===== src/rtl/vcpp_pkg.sv =====
// Shared types and constants for the Viterbi change-point pass.
// No dependencies.
`default_nettype none
package vcpp_pkg;

  localparam int COST_W = 48;
  localparam int NEXT_W = 50;
  localparam int DWELL_W = 10;

  localparam logic [45:0] HUBER_MAX = {46{1'b1}};
  localparam logic [DWELL_W-1:0] DWELL_MAX = {DWELL_W{1'b1}};
  localparam logic [7:0] COUNT_MAX = 8'hFF;
  localparam logic [31:0] SCALE_ONE = 32'h0001_0000;

  localparam logic [2:0] CFG_PENALTY = 3'd0;
  localparam logic [2:0] CFG_DWELL   = 3'd1;
  localparam logic [2:0] CFG_MERGE   = 3'd2;
  localparam logic [2:0] CFG_KNEE    = 3'd3;
  localparam logic [2:0] CFG_CONFIRM = 3'd4;

  typedef logic signed [COST_W-1:0] cost_t;

  typedef struct packed {
    logic signed [31:0] centre;
    logic [31:0]        scale;
    logic signed [31:0] offset;
  } regime_t;

  typedef struct packed {
    logic signed [NEXT_W-1:0] cost;
    logic [DWELL_W-1:0]       dwell;
  } path_entry_t;

endpackage
`default_nettype wire


===== src/rtl/vcpp_path_mem.sv =====
// Two-bank path metric memory (cost, dwell) with per-entry valid bits.
// Depends on vcpp_pkg.
`default_nettype none
module vcpp_path_mem #(
  parameter int REGIMES = 4,
  parameter int RW = 2
) (
  input  logic                  clk,
  input  logic                  rst_n,
  input  logic                  clear,
  input  logic                  we,
  input  logic                  wr_bank,
  input  logic [RW-1:0]         wr_idx,
  input  vcpp_pkg::path_entry_t wr_data,
  input  logic                  rd_bank,
  input  logic [RW-1:0]         rd_idx,
  output vcpp_pkg::path_entry_t rd_data
);
  import vcpp_pkg::*;

  path_entry_t        mem [2][REGIMES];
  logic [REGIMES-1:0] vld_r [2];
  path_entry_t        rd_r;
  logic               rd_vld_r;

  always_ff @(posedge clk) begin
    if (we) begin
      mem[wr_bank][wr_idx] <= wr_data;
    end
    rd_r <= mem[rd_bank][rd_idx];
  end

  always_ff @(posedge clk) begin
    if (!rst_n || clear) begin
      vld_r[0] <= '0;
      vld_r[1] <= '0;
      rd_vld_r <= 1'b0;
    end else begin
      if (we) begin
        vld_r[wr_bank][wr_idx] <= 1'b1;
      end
      rd_vld_r <= vld_r[rd_bank][rd_idx];
    end
  end

  // fresh pass: cost zero, dwell one
  always_comb begin
    if (rd_vld_r) begin
      rd_data = rd_r;
    end else begin
      rd_data.cost  = '0;
      rd_data.dwell = DWELL_W'(1);
    end
  end

endmodule
`default_nettype wire


===== config.mk =====
export PLATFORM = sky130hd
export DESIGN_NAME = vcpp_path_mem
export DESIGN_NICKNAME = d
export VERILOG_FILES = /design/src/rtl/vcpp_pkg.sv /design/src/rtl/vcpp_path_mem.sv
export SDC_FILE = /design/constraint.sdc
export NUM_CORES = 1
export LEC_CHECK = 0
export BUFFER_PORTS_ARGS = -buffer_cell sky130_fd_sc_hd__buf_2
export CORE_MARGIN = 1
export CORE_UTILIZATION = 30
export DETAILED_ROUTE_END_ITERATION = 8
export PLACE_DENSITY = 0.41
export SYNTH_ARGS = -nofsm -noshare
export SYNTH_HDL_FRONTEND = slang
export SYNTH_SLANG_ARGS = --single-unit

===== constraint.sdc =====
create_clock -name clk -period 9.5 [get_ports clk]
set_input_delay 0.475 -clock clk [delete_from_list [all_inputs] [get_ports clk]]
set_output_delay 0.475 -clock clk [all_outputs]
set_load 0.05 [all_outputs]

==> impl_metrics.env, run 1 <==
export IMPL_track_usage=0.133
export IMPL_required_ps=9030
export IMPL_cts_tree="yes"
export IMPL_worstSetupPathType="reg -> out"
export IMPL_fin_cells=1944
export IMPL_antenna_found_initial=9
export IMPL_wire_per_inst_um=22.6
export IMPL_crit_buf_inv=2
export IMPL_post_cts_resized=0
export IMPL_grt_overflow_total=0
export IMPL_seqPwrFrac=0.531
export IMPL_clock_sinks=549
export IMPL_top_layer="met5"
export IMPL_fp_coreArea_um2=65900
export IMPL_ys_seq_area_frac=0.790
export IMPL_numCtsBuffers=60
export IMPL_path_delay_family="buffers and inverters"
export IMPL_setup_violations=0
export IMPL_skew_ps=8.82
export IMPL_clkLatencyLatePin_ps=610
export IMPL_grt_max_degree=64
export IMPL_hold_path_depth=1
export IMPL_switchingPower_uw=1080
export IMPL_ys_warnings_count=0
export IMPL_worst_pin_slew_ps=1090
export IMPL_drive_above_1_share=0.385
export IMPL_die_x_um=260
export IMPL_r2r_cells=2
export IMPL_ant_nets=0
export IMPL_max_slew_margin_rel=0.275
export IMPL_clk_pin_slew_worst_paths_ps=60
export IMPL_via_count=8859
export IMPL_swShare=0.210
export IMPL_avgViaCountPerCell=4.56
export IMPL_status="completed"
export IMPL_die_area_um2=67700
export IMPL_postRouteWirelength_mm=43.9
export IMPL_cp_startpoint="rd_vld_r"
export IMPL_syn_area_um2=20000
export IMPL_dp_cells=1832
export IMPL_start_util=0.304
export IMPL_routed_wl_met2_mm=20.9
export IMPL_worstPathMaxFanout=43
export IMPL_synth_area_per_cell_um2=23.2
export IMPL_antenna_cells=0
export IMPL_critical_path_arrival_ps=2340
export IMPL_gp_congestion=0.660
export IMPL_ctsHoldBuffers=0
export IMPL_rsz0062_at_grt="false"
export IMPL_hold_viol_final=0
export IMPL_synth_nets=933
export IMPL_maxCapViolCount=0
export IMPL_clkPwrFrac=0.419
export IMPL_cp_depth=3
export IMPL_irDropWorstVdd_uv=143
export IMPL_syn_inst=863
export IMPL_ys_seq_elements=549
export IMPL_clock_path_buffers=3
export IMPL_cts_setup_buffers=0
export IMPL_port_buffer_count=129
export IMPL_crit_chain="buf_4 > and2_1 > buf_2"
export IMPL_start_kind="flip-flop"
export IMPL_r2r_start="mem[1][37]"
export IMPL_cp_slowest_cell="buf_4"
export IMPL_powerDensity_nw_per_um2=220
export IMPL_grt_first_pass_wirelength_mm=64.9
export IMPL_internal_power_uw=4080
export IMPL_met1Wirelength_mm=19.6
export IMPL_fp_dieH_um=260
export IMPL_grt_pass1_vias=9789
export IMPL_fmax_ghz=0.355
export IMPL_drc_errors=0
export IMPL_drt_initial_drc_count=441
export IMPL_end_kind="primary output"
export IMPL_drv_slew=0
export IMPL_hold_path_class="in -> reg"
export IMPL_nNetsFinal=1100
export IMPL_area_growth_pct=17.7
export IMPL_ctsRootBufferMaster="clkbuf_16"
export IMPL_detailed_place_hpwl_mm=21.8
export IMPL_ios=130
export IMPL_hp_start="wr_data[15]"
export IMPL_cts_max_level=2
export IMPL_power_uw=5170
export IMPL_p_leak_uw=0.00780
export IMPL_p_comb_frac=0.050
export IMPL_period_share=0.297
export IMPL_finalSetupTns_ps=0
export IMPL_synth_cell_types=19
export IMPL_wl_met3_mm=2.34
export IMPL_cp_slowest_stage_delay_ps=550
export IMPL_core_rowCount=94
export IMPL_min_period_ps=2820
export IMPL_firstDrtPassIters=4
[metal layers]
metal,global-route usage,up-vias
met1,0.178,4687
met2,0.214,184
li1,-,3883
met5,0,-
met4,0.0421,16
met3,0.0305,89
[worst register-to-register path: cells and delay by family (launching register included)]
kind | cells | cell delay (ps)
flops | 1 | 350
mux | 2 | 780
[placed cells by master (no fill, tap or decap)]
| cell | instances |
|---|---|
| and2_1 | 59 |
| and3_1 | 1 |
| and4b_4 | 2 |
| buf_2 | 126 |
| buf_4 | 20 |
| bufinv_16 | 2 |
| clkbuf_1 | 22 |
| clkbuf_16 | 61 |
| clkbuf_8 | 4 |
| clkinv_1 | 14 |
| clkinv_2 | 8 |
| dfxtp_1 | 68 |
| dfxtp_2 | 1 |
| edfxtp_1 | 480 |
| inv_6 | 2 |
| mux2_2 | 61 |
| mux2i_1 | 1 |
| mux4_2 | 121 |
| nand2_1 | 2 |
| nand2b_1 | 2 |
| nor2_1 | 13 |
| nor2_4 | 1 |
| nor3b_1 | 1 |
| nor3b_2 | 1 |
| nor4_1 | 1 |
| nor4b_2 | 1 |
| nor4bb_4 | 3 |
| o21ba_2 | 2 |
[through the flow]
stage | hold slack, ps | utilization | instance area (um^2) | worst slack [ps]
6_report | 136 | 0.357 | 23500 | 6680
5_1_grt | 105 | 0.357 | 23500 | 6440
4_1_cts | 88.9 | 0.357 | 23500 | 6490
3_5_place_dp | 461 | 0.330 | 21700 | 6210
3_3_place_gp | 449 | 0.330 | 21700 | 6250
2_1_floorplan | 435 | - | 20000 | 2000
[sequential cells by signal, summed over array words and instances (netlist names)]
register / cells
rd_vld_r: 1
rd_r: 60
mem: 480
vld_r: 8
[logic make-up (layout without fill, tap and decap cells)]
group / count (synthesis) / in the layout / synth area share
AOI/OAI and AO/OA: 2 / 2 / 0.00100
buffers and inverters: 42 / 259 / 0.0118
and+or+nand+nor: 87 / 87 / 0.0264
DFF: 549 / 549 / 0.790
muxes: 183 / 183 / 0.171
[Yosys cell counts]
| cell type | n | area (um^2) |
|---|---|---|
| nand2b_1 | 2 | 12.5 |
| buf_6 | 8 | 90.1 |
| o21ba_2 | 2 | 20.0 |
| and3_1 | 1 | 6.26 |
| buf_2 | 14 | 70.1 |
| clkbuf_1 | 20 | 75.1 |
| and2_1 | 59 | 369 |
| mux2_2 | 61 | 687 |
| mux4_2 | 121 | 2730 |
| nand2_1 | 2 | 7.51 |
| nor4_1 | 1 | 6.26 |
| nor3b_1 | 2 | 15.0 |
| dfxtp_1 | 69 | 1380 |
| nor2_1 | 14 | 52.6 |
| edfxtp_1 | 480 | 14400 |
| mux2i_1 | 1 | 10.0 |
| nor4b_1 | 1 | 8.76 |
| nor4bb_1 | 3 | 30.0 |
| and4b_1 | 2 | 20.0 |
[area by class of cell]
type | count | area [um^2]
Clock buffer | 86 | 1650
Timing Repair Buffer | 147 | 795
Fill cell | 6140 | 42300
Tap cell | 864 | 1080
Sequential cell | 549 | 15800
Clock inverter | 26 | 170
Multi-Input combinational cell | 272 | 4040
[power groups by stage]
| stage | clock [uW] | sequential [uW] | combinational (uW) |
|---|---|---|---|
| finish | 2170 | 2740 | 258 |
| global route | 2330 | 2750 | 282 |
| CTS | 2240 | 2750 | 268 |
| detailed placement | 0 | 2800 | 268 |
| global placement | 0 | 2800 | 265 |
| floorplan | 0 | 2790 | 172 |
[final timing paths]
path / end / slack (ps)
worst max-delay path: rd_data[59] / 6680
worst min-delay path: mem[1][15] / 140
worst max register to register: rd_r[37] / 8250
worst min register to register: vld_r[0][2] / 470
Note: power is estimated with default switching activity, not from simulation.
==> run 2: changes to the inputs <==
==> constraint.sdc (replaced) <==
create_clock -name clk -period 2.95 [get_ports clk]
set_input_delay 0.1475 -clock clk [delete_from_list [all_inputs] [get_ports clk]]
set_output_delay 0.1475 -clock clk [all_outputs]
set_load 0.05 [all_outputs]
==> run 2 against run 1 <==
  * Core utilization up 1.4 points
  * Clock power rose to 3.3 times the previous value
  * First-iteration DRC count grew 23%
  * Via count grew 3.3%
  * Die area did not move
  * Largest power group unchanged
  * Critical endpoint is now rd_data[11]
==> impl_metrics.env, run 2 (synthesis gave the netlist of run 1 again) <==
export IMPL_status="completed"
export IMPL_grt_overflow_total=0
export IMPL_routed_wl_met2_mm=20.9
export IMPL_start_kind="flip-flop"
export IMPL_r2r_end="rd_r[17]"
export IMPL_grt_max_degree=62
export IMPL_cts_setup_buffers=0
export IMPL_rrSetupSlack_ps=1710
export IMPL_powerDensity_nw_per_um2=694
export IMPL_multiInputGateArea_um2=4060
export IMPL_seqCellArea_um2=15800
export IMPL_worstPathMaxFanout=40
export IMPL_cp_slowest_stage_delay_ps=570
export IMPL_p_leak_uw=0.00817
export IMPL_antenna_cells=0
export IMPL_wl_met3_mm=1.73
export IMPL_fp_coreArea_um2=65900
export IMPL_clkPwrFrac=0.424
export IMPL_max_slew_margin_rel=0.499
export IMPL_cp_slowest_cell="dfxtp_2"
export IMPL_top_register="mem"
export IMPL_ios=130
export IMPL_end_kind="primary output"
export IMPL_layout_commonest_cell="edfxtp_1"
export IMPL_fin_area_um2=24500
export IMPL_antenna_found_initial=3
export IMPL_track_usage=0.136
export IMPL_power_uw=17000
export IMPL_drv_slew=0
export IMPL_grt_first_pass_wirelength_mm=66.9
export IMPL_start_util=0.304
export IMPL_fp_dieH_um=260
export IMPL_clock_sinks=549
export IMPL_whs_ps=134
export IMPL_rsz0062_at_grt="false"
export IMPL_skew_ps=10.4
export IMPL_wire_per_inst_um=22.4
export IMPL_avgViaCountPerCell=4.55
export IMPL_internal_power_uw=13400
export IMPL_ant_nets=0
export IMPL_r2r_start="mem[1][137]"
export IMPL_die_x_um=260
export IMPL_swShare=0.210
export IMPL_firstDrtPassIters=5
export IMPL_worst_pin_slew_ps=750
export IMPL_drive_above_1_share=0.369
export IMPL_die_area_um2=67700
export IMPL_worstSetupPathType="reg -> out"
export IMPL_placed_area_um2=22000
export IMPL_ctsRootBufferMaster="clkbuf_16"
export IMPL_postRouteWirelength_mm=45.0
export IMPL_top_layer="met5"
export IMPL_met1Wirelength_mm=21.4
export IMPL_reg_top3="mem x480, rd_r x60, vld_r x8"
export IMPL_final_cell_mix="480 x edfxtp_1, 126 x buf_2, 121 x mux4_2"
export IMPL_fill_cells=6106
export IMPL_core_rowCount=94
export IMPL_port_buffer_count=129
export IMPL_cts_tree="yes"
export IMPL_setup_violations=0
export IMPL_hold_path_class="in -> reg"
export IMPL_via_count=9155
export IMPL_fmax_ghz=0.439
export IMPL_area_growth_pct=22.3
export IMPL_switchingPower_uw=3560
export IMPL_irDropWorstVdd_uv=389
export IMPL_numCtsBuffers=60
export IMPL_cts_max_level=2
export IMPL_crit_chain="buf_12 > and2_1 > buf_2"
export IMPL_required_ps=2800
export IMPL_seqPwrFrac=0.521
export IMPL_drt_initial_drc_count=541
export IMPL_r2r_cells=2
export IMPL_gp_congestion=0.644
export IMPL_clk_pin_slew_worst_paths_ps=60
export IMPL_critical_path_arrival_ps=2130
export IMPL_nNetsFinal=1167
export IMPL_largest_register_ffs=480
export IMPL_clock_path_buffers=3
export IMPL_clkLatencyLatePin_ps=610
export IMPL_p_comb_frac=0.055
export IMPL_maxCapViolCount=0
export IMPL_detailed_place_hpwl_mm=22.1
export IMPL_hold_viol_final=0
export IMPL_cp_endpoint="rd_data[11]"
export IMPL_min_period_ps=2280
export IMPL_cp_startpoint="rd_vld_r"
export IMPL_grt_pass1_vias=9916
export IMPL_period_share=0.772
export IMPL_drc_errors=0
[run 2: cell type report]
cell class / count / area share
Sequential cell: 549 / 0.646
Multi-Input combinational cell: 272 / 0.166
Clock buffer: 93 / 0.0698
Timing Repair Buffer: 214 / 0.0669
Tap cell: 864 / 0.0442
Clock inverter: 21 / 0.00737
[run 2: power groups by stage]
stage / Sequential [uW] / Combinational (uW) / Clock (uW)
floorplan: 8970 / 558 / 0
global placement: 9020 / 887 / 0
detailed placement: 9020 / 890 / 0
CTS: 8860 / 964 / 7440
global route: 8880 / 1010 / 7710
finish: 8850 / 932 / 7200
[run 2: what timing repair did]
item                                   in CTS  in global routing
endpoints found under the hold margin     480                  0
hold buffers                               60                  0
gates resized for setup                     0                  0
setup endpoints to repair                   0                  0
[run 2: stage by stage]
stage	setup slack [ps]	TNS [ps]	util	std cells
floorplan	-154	-9290	-	863
global placement	932	0	0.334	1839
detailed placement	940	0	0.334	1839
CTS	590	0	0.371	2013
global route	519	0	0.371	2013
finish	673	0	0.371	2013
[run 2: how the worst min path moves through the flow]
stage / slack, ps / depth (start not counted) / to / from
2_1_floorplan: 250 / 0 / mem[0][0] / wr_data[0]
3_3_place_gp: 420 / 1 / mem[0][155] / wr_data[35]
3_5_place_dp: 420 / 1 / mem[0][206] / wr_data[26]
4_1_cts: 90 / 3 / vld_r[0][1] / rst_n
5_1_grt: 130 / 3 / vld_r[0][1] / rst_n
6_report: 130 / 3 / vld_r[0][1] / rst_n
[run 2: critical path, delay by kind of cell (launching register included)]
| family | cells | cell delay [ps] |
|---|---|---|
| flops | 1 | 570 |
| simple gates | 1 | 320 |
| buf+inv | 2 | 590 |
[run 2: per-layer routing]
metal  vias to the layer above  global-route usage
li1                       4028                   -
met1                      4890               0.195
met2                       156               0.209
met3                        77              0.0241
met4                         4              0.0411
met5                         -                   0
