`src/rtl/vcpp_pkg.sv`:
```
// Shared types and constants for the Viterbi change-point pass.
// No dependencies.
`default_nettype none
package vcpp_pkg;

  localparam int COST_W = 48;
  localparam int NEXT_W = 50;
  localparam int DWELL_W = 10;

  localparam logic [45:0] HUBER_MAX = {46{1'b1}};
  localparam logic [DWELL_W-1:0] DWELL_MAX = {DWELL_W{1'b1}};
  localparam logic [7:0] COUNT_MAX = 8'hFF;
  localparam logic [31:0] SCALE_ONE = 32'h0001_0000;

  localparam logic [2:0] CFG_PENALTY = 3'd0;
  localparam logic [2:0] CFG_DWELL   = 3'd1;
  localparam logic [2:0] CFG_MERGE   = 3'd2;
  localparam logic [2:0] CFG_KNEE    = 3'd3;
  localparam logic [2:0] CFG_CONFIRM = 3'd4;

  typedef logic signed [COST_W-1:0] cost_t;

  typedef struct packed {
    logic signed [31:0] centre;
    logic [31:0]        scale;
    logic signed [31:0] offset;
  } regime_t;

  typedef struct packed {
    logic signed [NEXT_W-1:0] cost;
    logic [DWELL_W-1:0]       dwell;
  } path_entry_t;

endpackage
`default_nettype wire

```
`src/rtl/vcpp_regime_mem.sv`:
```
// Regime table memory: centre, scale and log offset per regime.
// Depends on vcpp_pkg.
`default_nettype none
module vcpp_regime_mem #(
  parameter int REGIMES = 4,
  parameter int RW = 2
) (
  input  logic             clk,
  input  logic             rst_n,
  input  logic             we,
  input  logic [RW-1:0]    wr_idx,
  input  vcpp_pkg::regime_t wr_data,
  input  logic [RW-1:0]    rd_idx,
  output vcpp_pkg::regime_t rd_data
);
  import vcpp_pkg::*;

  regime_t           mem [REGIMES];
  logic [REGIMES-1:0] vld_r;
  regime_t           rd_r;
  logic              rd_vld_r;

  always_ff @(posedge clk) begin
    if (we) begin
      mem[wr_idx] <= wr_data;
    end
    rd_r <= mem[rd_idx];
  end

  always_ff @(posedge clk) begin
    if (!rst_n) begin
      vld_r    <= '0;
      rd_vld_r <= 1'b0;
    end else begin
      if (we) begin
        vld_r[wr_idx] <= 1'b1;
      end
      rd_vld_r <= vld_r[rd_idx];
    end
  end

  // unwritten entries read as their reset value
  always_comb begin
    if (rd_vld_r) begin
      rd_data = rd_r;
    end else begin
      rd_data.centre = '0;
      rd_data.scale  = SCALE_ONE;
      rd_data.offset = '0;
    end
  end

endmodule
`default_nettype wire

```
`config.mk`:
```
export PLATFORM = sky130hd
export DESIGN_NAME = vcpp_regime_mem
export DESIGN_NICKNAME = d
export VERILOG_FILES = /design/src/rtl/vcpp_pkg.sv /design/src/rtl/vcpp_regime_mem.sv
export SDC_FILE = /design/constraint.sdc
export NUM_CORES = 1
export LEC_CHECK = 0
export BUFFER_PORTS_ARGS = -buffer_cell sky130_fd_sc_hd__buf_2
export CAP_MARGIN = 25
export CORE_UTILIZATION = 45
export CTS_BUF_LIST = sky130_fd_sc_hd__clkbuf_8 sky130_fd_sc_hd__clkbuf_16
export DETAILED_ROUTE_END_ITERATION = 16
export SLEW_MARGIN = 20
export SYNTH_ARGS = -nofsm -noshare
export SYNTH_HDL_FRONTEND = slang
export SYNTH_SLANG_ARGS = --single-unit
export TNS_END_PERCENT = 5
```
`constraint.sdc`:
```
create_clock -name clk -period 10.55 [get_ports clk]
set_clock_uncertainty 0.15 [all_clocks]
set_input_delay 0 -clock clk [delete_from_list [all_inputs] [get_ports clk]]
set_output_delay 0 -clock clk [all_outputs]
set_load 0.005 [all_outputs]
```
==> results of run 1 <==
[metal layers]
metal,vias to the layer above,track usage,part of all wire,wire (um)
met5,-,0,0,0
met4,0,0.0476,0.019,586
met3,50,0.0360,0.053,1660
met2,221,0.273,0.48,15100
met1,4052,0.236,0.45,14000
li1,3515,-,-,-
[cell usage after synthesis]
| master | number | area (um^2) |
|---|---|---|
| sky130_fd_sc_hd__edfxtp_1 | 384 | 11500 |
| sky130_fd_sc_hd__nor3b_1 | 1 | 7.51 |
| sky130_fd_sc_hd__dfxtp_1 | 101 | 2020 |
| sky130_fd_sc_hd__and3_1 | 1 | 6.26 |
| sky130_fd_sc_hd__and2_1 | 96 | 601 |
| sky130_fd_sc_hd__buf_6 | 5 | 56.3 |
| sky130_fd_sc_hd__clkbuf_1 | 16 | 60.1 |
| sky130_fd_sc_hd__nand2b_1 | 1 | 6.26 |
| sky130_fd_sc_hd__and3b_1 | 2 | 17.5 |
| sky130_fd_sc_hd__o21a_1 | 4 | 30.0 |
| sky130_fd_sc_hd__mux4_2 | 97 | 2180 |
| sky130_fd_sc_hd__buf_2 | 11 | 55.1 |
[power breakdown]
part	internal (mW)	total [mW]	switching, mW
clock	0.967	1.65	0.679
sequential	2.18	2.21	0.0270
combinational	0.106	0.198	0.0926
[cell families after synthesis]
| logic type | Yosys count | synth area share |
|---|---|---|
| flip-flops | 485 | 0.818 |
| AND/OR/NAND/NOR | 101 | 0.0385 |
| multiplexers | 97 | 0.132 |
| buffers and inverters | 32 | 0.0103 |
| AO/OA/AOI/OAI | 4 | 0.00181 |
[cell type report]
type                            count  area, um^2  area share
Sequential cell                   485       13600       0.658
Timing Repair Buffer              304        2040      0.0990
Clock buffer                       60        1380      0.0669
Antenna cell                        1        2.50    0.000121
Multi-Input combinational cell    202        2870       0.139
Clock inverter                     30         184     0.00893
Tap cell                          461         577      0.0280
[worst max-delay path by stage]
stage | end | slack [ps] | cells after the start
2_1_floorplan | mem[0][0]$_DFFE_PP_ | 2650 | 1
3_3_place_gp | rd_vld_r$_SDFF_PN0_ | 7910 | 4
3_5_place_dp | rd_vld_r$_SDFF_PN0_ | 7930 | 4
4_1_cts | rd_data[32] | 7750 | 3
5_1_grt | rd_data[43] | 7650 | 3
6_report | rd_data[29] | 7910 | 3
[worst min-delay path, delay by kind of cell]
family	cells	cell delay, ps
buffers and inverters	2	430
and+or+nand+nor	1	50
[state kept, by name (all words and copies together) (netlist names)]
register,flops
rd_vld_r,1
mem,384
rd_r,96
vld_r,4
==> impl_summary.txt, run 1 <==
----------------------------------------------------
[Worst hold path]
  Number of cells on the worst hold path ... 3
  Worst Hold Class ... primary input to flip-flop
  Worst min-delay path endpoint ... mem[0][62]$_DFFE_PP_
  Source of the worst hold timing path ... wr_idx[0]

[Yosys]
  Netlist cell types ... 12
  Ys Warns ... 0
  Syn nets ... 822
  Mean cell area of the mapped netlist ... 23.1 um^2
  Part of the Yosys area used for sequential elements ... 0.818
  Yosys reg bits ... a little under 500
  Netlist area before placement ... between 15000 and 20000 um^2
  Instance count of the mapped netlist ... between 700 and 800

[Pwr]
  Max VDD drop ... 0.142 mV
  Lkg Pwr ... 7.51 nW
  P per Cell Area ... 197 nW/um^2
  Total power after layout ... 4.05 mW

[Global routing]
  Pin count of the biggest net entering global routing ... 61
  Overall fraction of global-route tracks in use ... 0.170
  Via count of the first global-routing pass ... between 8000 and 9000
  GRT Residual Overflow ... 0
  First-pass GRT wire length ... 48.4 mm
  Number of antenna violations at the first check in global routing ... 1

[CTS]
  Quantity of gates resized following cts ... 0
  Root Driver ... sky130_fd_sc_hd__clkbuf_16
  Clock sinks ... 485
  Clock-pin slew on the worst setup and hold paths ... around 60 ps
  TritonCTS clock tree ... done
  Postcts setup bufs ... 0
  Maximum buffer depth of the clock tree ... 3
  CTS Buf Count ... 48
  Worst-Skew Late Latency ... 560 ps
  # hold bufs at CTS ... 98
  Maximum level of the CTS H-tree ... 2

[Run status]
  Outcome ... completed

[Critical path]
  Crit path arrival time ... 2490 ps
  Reg-to-reg startpoint ... vld_r[3]$_SDFFE_PN0P_
  Path type of the worst setup path ... flip-flop to output pin
  Slowest library cell on the worst path ... sky130_fd_sc_hd__dfxtp_2
  Endpoint of the worst register-to-register path ... rd_vld_r$_SDFF_PN0_
  Slack of the worst reg-to-reg path ... 9380 ps
  Kind of launch point of the worst setup path ... flip-flop
  Maximum fanout along the worst path ... 49
  Required time at the worst-slack endpoint ... 10400 ps
  CP max stage delay ... a little over 900 ps
  R2R depth ... 2
  WP buf/inv ... 2
  Critical Path, Cell by Cell ... buf_4 -> and2_1 -> buf_2
  Start point of the critical path ... rd_vld_r$_SDFF_PN0_
  CP Capture Type ... output pin
  Top Family by Delay on Critical Path ... flip-flops

[Timing]
  Tmin final ... 2640 ps
  Worst slew slack as a fraction of its limit ... 0.380
  Pins Over Slew Limit ... 0
  Final total negative setup slack ... 0 ps
  Highest clock frequency the design can meet ... 378 MHz
  Final setup vio count ... 0
  Final Hold Viols ... 0
  Period utilisation layout ... 0.251
  Final hold slack ... 28.6 ps
  Minimum setup slack in the final design ... a little under 8000 ps
  Unrepaired setup endpoints after global routing ... no
  Worst Tran Pin Value ... slightly above 900 ps

[Flow run]
  Max-cap violation count ... 0

[Final layout]
  Non-filler cells, final ... approximately 1500
  Final standard cell area without fillers ... 20600 um^2
  Share of layout cells above drive strength 1 ... 0.349
  Area added between synthesis and finish ... 24.3%
  Utilization after layout ... 0.574
  Fin nets ... between 1000 and 1500
  Leading cell type in the layout, fill and taps excluded ... sky130_fd_sc_hd__edfxtp_1
  FILL cells ... 2691
  Most frequent cells in the layout ... sky130_fd_sc_hd__edfxtp_1, sky130_fd_sc_hd__buf_2, sky130_fd_sc_hd__dfxtp_1

[Die]
  Number of top-level pins ... 199
  Placement row count ... 69
  Die footprint ... 37600 um^2
  Starting density of the core ... 0.462
  X dimension of the die ... 194 um
  Total core area ... ~36000 um^2
  Die extent in y ... roughly 190 um

[Drt]
  Antenna viol nets, final ... 0
  Detail-routed via count per cell ... 5.08
  DRC errors left ... 0
  Overall via count from detail_route ... ~7800
  Routed wire per std cell ... 20.3 um
  Detailed-router iteration count before antenna repair ... 4
  DRT Wirelength ... 31.3 mm
  Number of design-rule violations left by the first detailed-router iteration ... 447

[Placed design]
  Setup Slack @ Placement ... about 7900 ps
  RePlAce Congestion ... 0.689
  Cell Count Post-Placement ... 1354
  Count of input and output buffers ... 198
  Post-place instance area ... between 15000 and 20000 um^2

----------------------------------------------------
Note: power is estimated with default switching activity, not from simulation.
==> run 2: changes to the inputs <==
- ABC_AREA: default -> 1
- PLACE_DENSITY: default -> 0.67
- clock period: 10.55 -> 2.4 ns (I/O delays scaled with it)
==> run 2 against run 1 <==
Compared with the run above: critical endpoint is now rd_vld_r$_SDFF_PN0_; critical path depth rose by 5; worst hold slack gained 9.9 ps; die area increased by 4.5%; cell count grew 43%.
==> impl_summary.txt, run 2 <==
----------------------------------------------------
[Final layout]
  Non-filler cells, final ... 2201 (+43%)
  Most frequent cells in the layout ... sky130_fd_sc_hd__edfxtp_1, sky130_fd_sc_hd__nor2_1, sky130_fd_sc_hd__o21ai_0
  Registers with the most flip-flops ... mem (384), rd_r (96), vld_r (4)
  Share of layout cells above drive strength 1 ... 0.173 (-0.175)
  Leading cell type in the layout, fill and taps excluded ... sky130_fd_sc_hd__edfxtp_1
  Register ranked first by flip-flop count ... mem
  Largest register FFs ... 384 (unchanged)
  Fin nets ... 1754 (+53%)
  Area added between synthesis and finish ... 24.1%
  Final standard cell area without fillers ... 21500 um^2 (+4.4%)
  FILL cells ... 3069 (+14%)

[Drt]
  Number of design-rule violations left by the first detailed-router iteration ... 494 (+11%)
  Routed wire per std cell ... 16.5 um (-19%)
  Antenna viol nets, final ... 0 (unchanged)
  Detailed-router iteration count before antenna repair ... 7 (+3)
  Detail-routed via count per cell ... 4.83 (-5.0%)
  DRC errors left ... 0 (unchanged)
  Overall via count from detail_route ... 10600 (+36%)
  DRT Wirelength ... 36.2 mm (+16%)

[Critical path]
  Path type of the worst setup path ... primary input to flip-flop
  Crit path arrival time ... 2470 ps (-20 ps)
  Required time at the worst-slack endpoint ... 2700 ps (-7700 ps)
  R2R depth ... 6 (+4)
  CP Capture Type ... flip-flop
  Kind of launch point of the worst setup path ... primary input
  Maximum fanout along the worst path ... 97 (+98%)

[Yosys]
  Syn nets ... 1459 (+77%)
  Commonest cells in the netlist ... sky130_fd_sc_hd__edfxtp_1, sky130_fd_sc_hd__nor2_1, sky130_fd_sc_hd__o21ai_0
  Post-synth EDFFs ... 384 (unchanged)
  Netlist area before placement ... 17300 um^2 (+4.6%)
  Most area-hungry cell type in the Yosys netlist ... sky130_fd_sc_hd__edfxtp_1
  Yosys top cell area share ... 0.665 (-0.0305)
  Part of the Yosys area used for sequential elements ... 0.782 (-0.0359)
  Mean cell area of the mapped netlist ... 12.8 um^2 (-45%)
  Instance count of the mapped netlist ... 1356 (+89%)
  Netlist cell types ... 16 (+4)
  Most numerous cell in the Yosys netlist ... sky130_fd_sc_hd__edfxtp_1
  Dominant register cell in the synthesized netlist ... sky130_fd_sc_hd__edfxtp_1
  Top cells by area in the synthesized netlist ... sky130_fd_sc_hd__edfxtp_1, sky130_fd_sc_hd__dfxtp_1, sky130_fd_sc_hd__o21ai_0
  Synth async-reset ratio ... 0 (unchanged)
  Ys Warns ... 0 (unchanged)
  Yosys reg bits ... 485 (unchanged)

[Timing]
  Minimum setup slack in the final design ... 235 ps (-7670 ps)
  Worst Tran Pin Value ... 639 ps (-292 ps)
  Final Hold Viols ... 0 (unchanged)
  Tmin final ... 2160 ps
  Unrepaired setup endpoints after global routing ... no
  Final setup vio count ... 0 (unchanged)
  Pins Over Slew Limit ... 0 (unchanged)
  Highest clock frequency the design can meet ... 462 MHz
  Period utilisation layout ... 0.902
  Worst slew slack as a fraction of its limit ... 0.574 (+0.194)

[Pwr]
  Relative contribution of the clock network to total power ... 0.404 (-0.002)
  Pint ... 14.3 mW (+340%)
  P per Cell Area ... 841 nW/um^2 (+330%)
  NetSw ... 3.76 mW (+370%)
  Max VDD drop ... 0.750 mV (+430%)
  Lkg Pwr ... 8.65 nW (+15%)
  Total power after layout ... 18.1 mW (+350%)
  Proportion of total power due to net switching ... 0.208 (+0.0104)
  Sequential cell fraction of total power ... 0.537 (-0.008)
  Share of total power in combinational logic ... 0.059 (+0.010)

[CTS]
  Clock sinks ... 485 (unchanged)
  TritonCTS clock tree ... done
  Clock-pin slew on the worst setup and hold paths ... 60 ps (about the same)
  Maximum buffer depth of the clock tree ... 3 (unchanged)
  Worst-Skew Late Latency ... 570 ps (about the same)
  Maximum level of the CTS H-tree ... 2 (unchanged)
  Root Driver ... sky130_fd_sc_hd__clkbuf_16
  CTS Buf Count ... 48 (unchanged)

[Flow run]
  Max-cap violation count ... 0 (unchanged)

[Placed design]
  Post-DP HPWL ... 18.3 mm
  Cell Count Post-Placement ... 2004 (+48%)
  Setup Slack @ Placement ... 877 ps (-7050 ps)
  Post-place instance area ... 18800 um^2 (+4.3%)
  RePlAce Congestion ... 0.727 (+5.6%)
  Count of input and output buffers ... 198 (unchanged)

[Global routing]
  Overall fraction of global-route tracks in use ... 0.181 (+0.0111)
  GRT Residual Overflow ... 0 (unchanged)
  First-pass GRT wire length ... 54.9 mm (+13%)
  Via count of the first global-routing pass ... 10700 (+27%)
  Pin count of the biggest net entering global routing ... 195 (+220%)
  Number of antenna violations at the first check in global routing ... 1 (unchanged)

[Die]
  X dimension of the die ... 198 um (+2.2%)
  Total core area ... 37800 um^2 (+5.1%)
  Number of top-level pins ... 199 (unchanged)
  Die extent in y ... 198 um (+2.2%)
  Die footprint ... 39300 um^2 (+4.5%)
  Starting density of the core ... 0.459 (-0.00235)
  Placement row count ... 71 (+2.9%)

[Worst hold path]
  Worst Hold Class ... primary input to flip-flop
  Number of cells on the worst hold path ... 2 (-1)

[Run status]
  Outcome ... completed

----------------------------------------------------
[run 2: through the flow]
step                 util  TNS (ps)  hold slack [ps]
floorplan               -    -54780            -51.1
global placement    0.499         0             60.5
detailed placement  0.499         0             64.3
CTS                 0.569         0            0.252
global route        0.570         0             21.5
finish              0.570         0             38.5
[run 2: path summary, 6_finish.rpt]
check / from / endpoint / slack (ps)
setup reg to reg: vld_r[3]$_SDFFE_PN0P_ / rd_vld_r$_SDFF_PN0_ / 480
hold / removal: wr_data[89] / mem[1][89]$_DFFE_PP_ / 40
setup / recovery: rd_idx[0] / rd_vld_r$_SDFF_PN0_ / 240
hold reg to reg: mem[3][66]$_DFFE_PP_ / rd_r[66]$_DFF_P_ / 310
[run 2: power groups by stage]
stage	Combinational (mW)	Sequential (mW)	Clock [mW]
floorplan	0.537	9.85	0
finish	1.07	9.71	7.31
global placement	0.888	9.88	0
CTS	1.07	9.71	7.47
global route	1.21	9.75	7.81
detailed placement	0.919	9.89	0
[run 2: cells by family (layout without fill, tap and decap cells)]
logic type / after synthesis / after routing / synth area share
buffers and inverters: 184 / 517 / 0.0478
AOI/OAI and AO/OA: 293 / 293 / 0.0846
other: 0 / 1 / 0
DFF: 485 / 485 / 0.782
and+or+nand+nor: 394 / 394 / 0.0859
[run 2: area by class of cell]
| cell class | instances | area (um^2) | share of cell area |
|---|---|---|---|
| repair buffers | 320 | 2360 | 0.110 |
| multi-input cells | 687 | 2960 | 0.137 |
| inverters | 109 | 428 | 0.0199 |
| clock buffers | 56 | 1320 | 0.0615 |
| diodes | 1 | 2.50 | 0.000116 |
| flip-flops and latches | 485 | 13600 | 0.630 |
| well taps | 511 | 639 | 0.0297 |
| clock inverters | 32 | 248 | 0.0115 |
[run 2: worst max-delay path: stages]
cell	delay (ps)
sky130_fd_sc_hd__dlygate4sd3_1	540
sky130_fd_sc_hd__buf_6	150
sky130_fd_sc_hd__buf_16	390
sky130_fd_sc_hd__nand2_1	110
sky130_fd_sc_hd__nand3_1	90
sky130_fd_sc_hd__dlygate4sd3_1	550
sky130_fd_sc_hd__a21oi_1	60
sky130_fd_sc_hd__dlygate4sd3_1	550
[run 2: layer usage]
metal  wire length [um]  vias to the layer above  track usage
li1                   -                     5226            -
met1              16100                     5093        0.231
met2              17600                      266        0.309
met3               1980                       38       0.0358
met4                558                        0       0.0597
met5                  0                        -            0
[run 2: what timing repair did]
| item | CTS | global route |
|---|---|---|
| endpoints found under the setup margin | 0 | 1 |
| buffers inserted | 0 | 0 |
| hold buffers | 107 | 0 |
| resized for setup | 0 | 1 |
| hold endpoints to repair | 460 | 0 |
==> run 3: changes to the inputs <==
- ABC_AREA: 1 -> 0
==> run 3 against run 2 <==
Compared with the run above: via count decreased by 25%; cell count decreased by 29%; critical endpoint is now vld_r[0]$_SDFFE_PN0P_; sequential power is essentially flat; register-to-register slack better by 200 ps; critical path type unchanged; wire length fell by 13%; largest cell class unchanged; sequential share of layout area up 0.99 points.
==> impl_summary.txt, run 3 (same netlist as run 1, synthesis figures left out) <==
----------------------------------------------------
[Final layout]
  FILL cells ... 2636 (-14%)
  Most frequent cells in the layout ... sky130_fd_sc_hd__edfxtp_1, sky130_fd_sc_hd__buf_2, sky130_fd_sc_hd__dlygate4sd3_1
  Area added between synthesis and finish ... 27.7%
  Largest register FFs ... 384 (unchanged)
  Fin nets ... 1172 (-33%)
  Final standard cell area without fillers ... 21200 um^2 (-1.5%)
  Registers with the most flip-flops ... mem (384), rd_r (96), vld_r (4)
  Share of layout cells above drive strength 1 ... 0.359 (+0.186)
  Inserted Diodes ... 0 (-1)
  Register ranked first by flip-flop count ... mem
  Leading cell type in the layout, fill and taps excluded ... sky130_fd_sc_hd__edfxtp_1

[Die]
  Die extent in y ... 194 um (-2.2%)
  Placement row count ... 69 (-2.8%)
  Number of top-level pins ... 199 (unchanged)
  Starting density of the core ... 0.462 (+0.00235)
  Die footprint ... 37600 um^2 (-4.3%)
  Total core area ... 35900 um^2 (-4.9%)
  X dimension of the die ... 194 um (-2.2%)

[Timing]
  Pins Over Slew Limit ... 0 (unchanged)
  Unrepaired setup endpoints after global routing ... no
  Final setup vio count ... 0 (unchanged)
  Worst Tran Pin Value ... 653 ps (+14.4 ps)
  Highest clock frequency the design can meet ... 446 MHz (-3.5%)
  Tmin final ... 2240 ps (+78.3 ps)
  Worst slew slack as a fraction of its limit ... 0.564 (-0.00957)
  Period utilisation layout ... 0.935 (+0.0326)
  Final Hold Viols ... 0 (unchanged)
  Final hold slack ... 30.8 ps (-7.71 ps)

[CTS]
  Clock-pin slew on the worst setup and hold paths ... 60 ps (about the same)
  Quantity of gates resized following cts ... 0 (unchanged)
  Maximum buffer depth of the clock tree ... 3 (unchanged)
  Postcts setup bufs ... 0 (unchanged)
  Clock sinks ... 485 (unchanged)
  Worst-Skew Late Latency ... 580 ps (about the same)
  TritonCTS clock tree ... done
  Maximum level of the CTS H-tree ... 2 (unchanged)
  CTS Buf Count ... 50 (+4.2%)
  Root Driver ... sky130_fd_sc_hd__clkbuf_16

[Critical path]
  Maximum fanout along the worst path ... 61 (-37%)
  R2R depth ... 3 (-3)
  Start point of the critical path ... wr_idx[1]
  Crit path arrival time ... 2610 ps (+140 ps)
  Kind of launch point of the worst setup path ... primary input
  CP Capture Type ... flip-flop
  Worst setup endpoint ... vld_r[0]$_SDFFE_PN0P_
  Slack of the worst reg-to-reg path ... 680 ps (+200 ps)
  Path type of the worst setup path ... primary input to flip-flop
  Required time at the worst-slack endpoint ... 2770 ps (+70 ps)
  Endpoint of the worst register-to-register path ... rd_vld_r$_SDFF_PN0_
  Reg-to-reg startpoint ... vld_r[3]$_SDFFE_PN0P_

[Drt]
  Routed wire per std cell ... 20.0 um (+22%)
  Antenna viol nets, final ... 0 (unchanged)
  DRC errors left ... 0 (unchanged)
  DRT Wirelength ... 31.5 mm (-13%)
  Overall via count from detail_route ... 7958 (-25%)
  Detail-routed via count per cell ... 5.07 (+5.0%)
  Number of design-rule violations left by the first detailed-router iteration ... 369 (-25%)
  Detailed-router iteration count before antenna repair ... 5 (-2)

[Placed design]
  RePlAce Congestion ... 0.697 (-4.2%)
  Post-DP HPWL ... 17.5 mm (-4.1%)
  Post-place instance area ... 18300 um^2 (-3.0%)
  Count of input and output buffers ... 198 (unchanged)

[Pwr]
  Lkg Pwr ... 7.76 nW (-10%)
  P per Cell Area ... 877 nW/um^2 (+4.2%)
  Max VDD drop ... 0.595 mV (-21%)

[Worst hold path]
  Worst Hold Class ... primary input to flip-flop

[Global routing]
  Overall fraction of global-route tracks in use ... 0.173 (-0.00789)
  First-pass GRT wire length ... 49.4 mm (-10%)
  Pin count of the biggest net entering global routing ... 98 (-50%)
  Number of antenna violations at the first check in global routing ... 2 (+1)
  GRT Residual Overflow ... 0 (unchanged)
  Via count of the first global-routing pass ... 8680 (-19%)

[Run status]
  Outcome ... completed

[Flow run]
  Max-cap violation count ... 0 (unchanged)

----------------------------------------------------
## run 3: per-layer routing
metal | global-route usage | part of all wire | routed length, um
met3 | 0.0379 | 0.049 | 1530
met1 | 0.233 | 0.44 | 14000
met2 | 0.282 | 0.48 | 15200
met4 | 0.0570 | 0.021 | 670
met5 | 0 | 0.00086 | 27
## run 3: worst min-delay path by stage
| stage | from | to | cells past startpoint |
|---|---|---|---|
| 2_1_floorplan | wr_data[0] | mem[0][0]$_DFFE_PP_ | 0 |
| 3_3_place_gp | wr_data[34] | mem[3][34]$_DFFE_PP_ | 1 |
| 3_5_place_dp | wr_data[58] | mem[3][58]$_DFFE_PP_ | 1 |
| 4_1_cts | wr_data[25] | mem[3][25]$_DFFE_PP_ | 2 |
| 5_1_grt | wr_data[36] | mem[1][36]$_DFFE_PP_ | 2 |
| 6_report | wr_data[22] | mem[2][22]$_DFFE_PP_ | 2 |
## run 3: through the flow
| stage | power, mW | worst slack (ps) | instances | util | TNS (ps) |
|---|---|---|---|---|---|
| final | 18.6 | 157 | 1571 | 0.590 | 0 |
| after floorplan | 10.3 | -665 | 719 | - | -221070 |
| after detailed placement | 10.7 | 800 | 1363 | 0.509 | 0 |
| after global placement | 10.6 | 791 | 1363 | 0.509 | 0 |
| after global routing | 19.2 | 69.1 | 1571 | 0.590 | 0 |
| after CTS | 18.8 | 24.8 | 1571 | 0.590 | 0 |
## run 3: final cells by class
cell class / instances / area [um^2] / area share
sequential: 485 / 13600 / 0.640
multi-input combinational: 202 / 2880 / 0.136
timing repair buffer: 330 / 2420 / 0.114
clock buffer: 65 / 1480 / 0.0699
tap: 461 / 577 / 0.0272
clock inverter: 28 / 264 / 0.0125
## run 3: worst max-delay path, stage by stage
cell and delay, ps:
sky130_fd_sc_hd__dlygate4sd3_1 530, sky130_fd_sc_hd__buf_2 130, sky130_fd_sc_hd__dlygate4sd3_1 610, sky130_fd_sc_hd__nor3b_4 240, sky130_fd_sc_hd__buf_12 370, sky130_fd_sc_hd__o21a_1 160, sky130_fd_sc_hd__dlygate4sd3_1 530
## run 3: timing repair
item,CTS,global route
hold endpoints to repair,535,0
setup endpoints to repair,0,0
hold buffers,115,0
## run 3: power breakdown
group          switching [mW]  internal [mW]  leakage [nW]
clock                    3.08           4.86         0.901
sequential              0.116           9.58          4.38
combinational           0.418          0.511          2.48
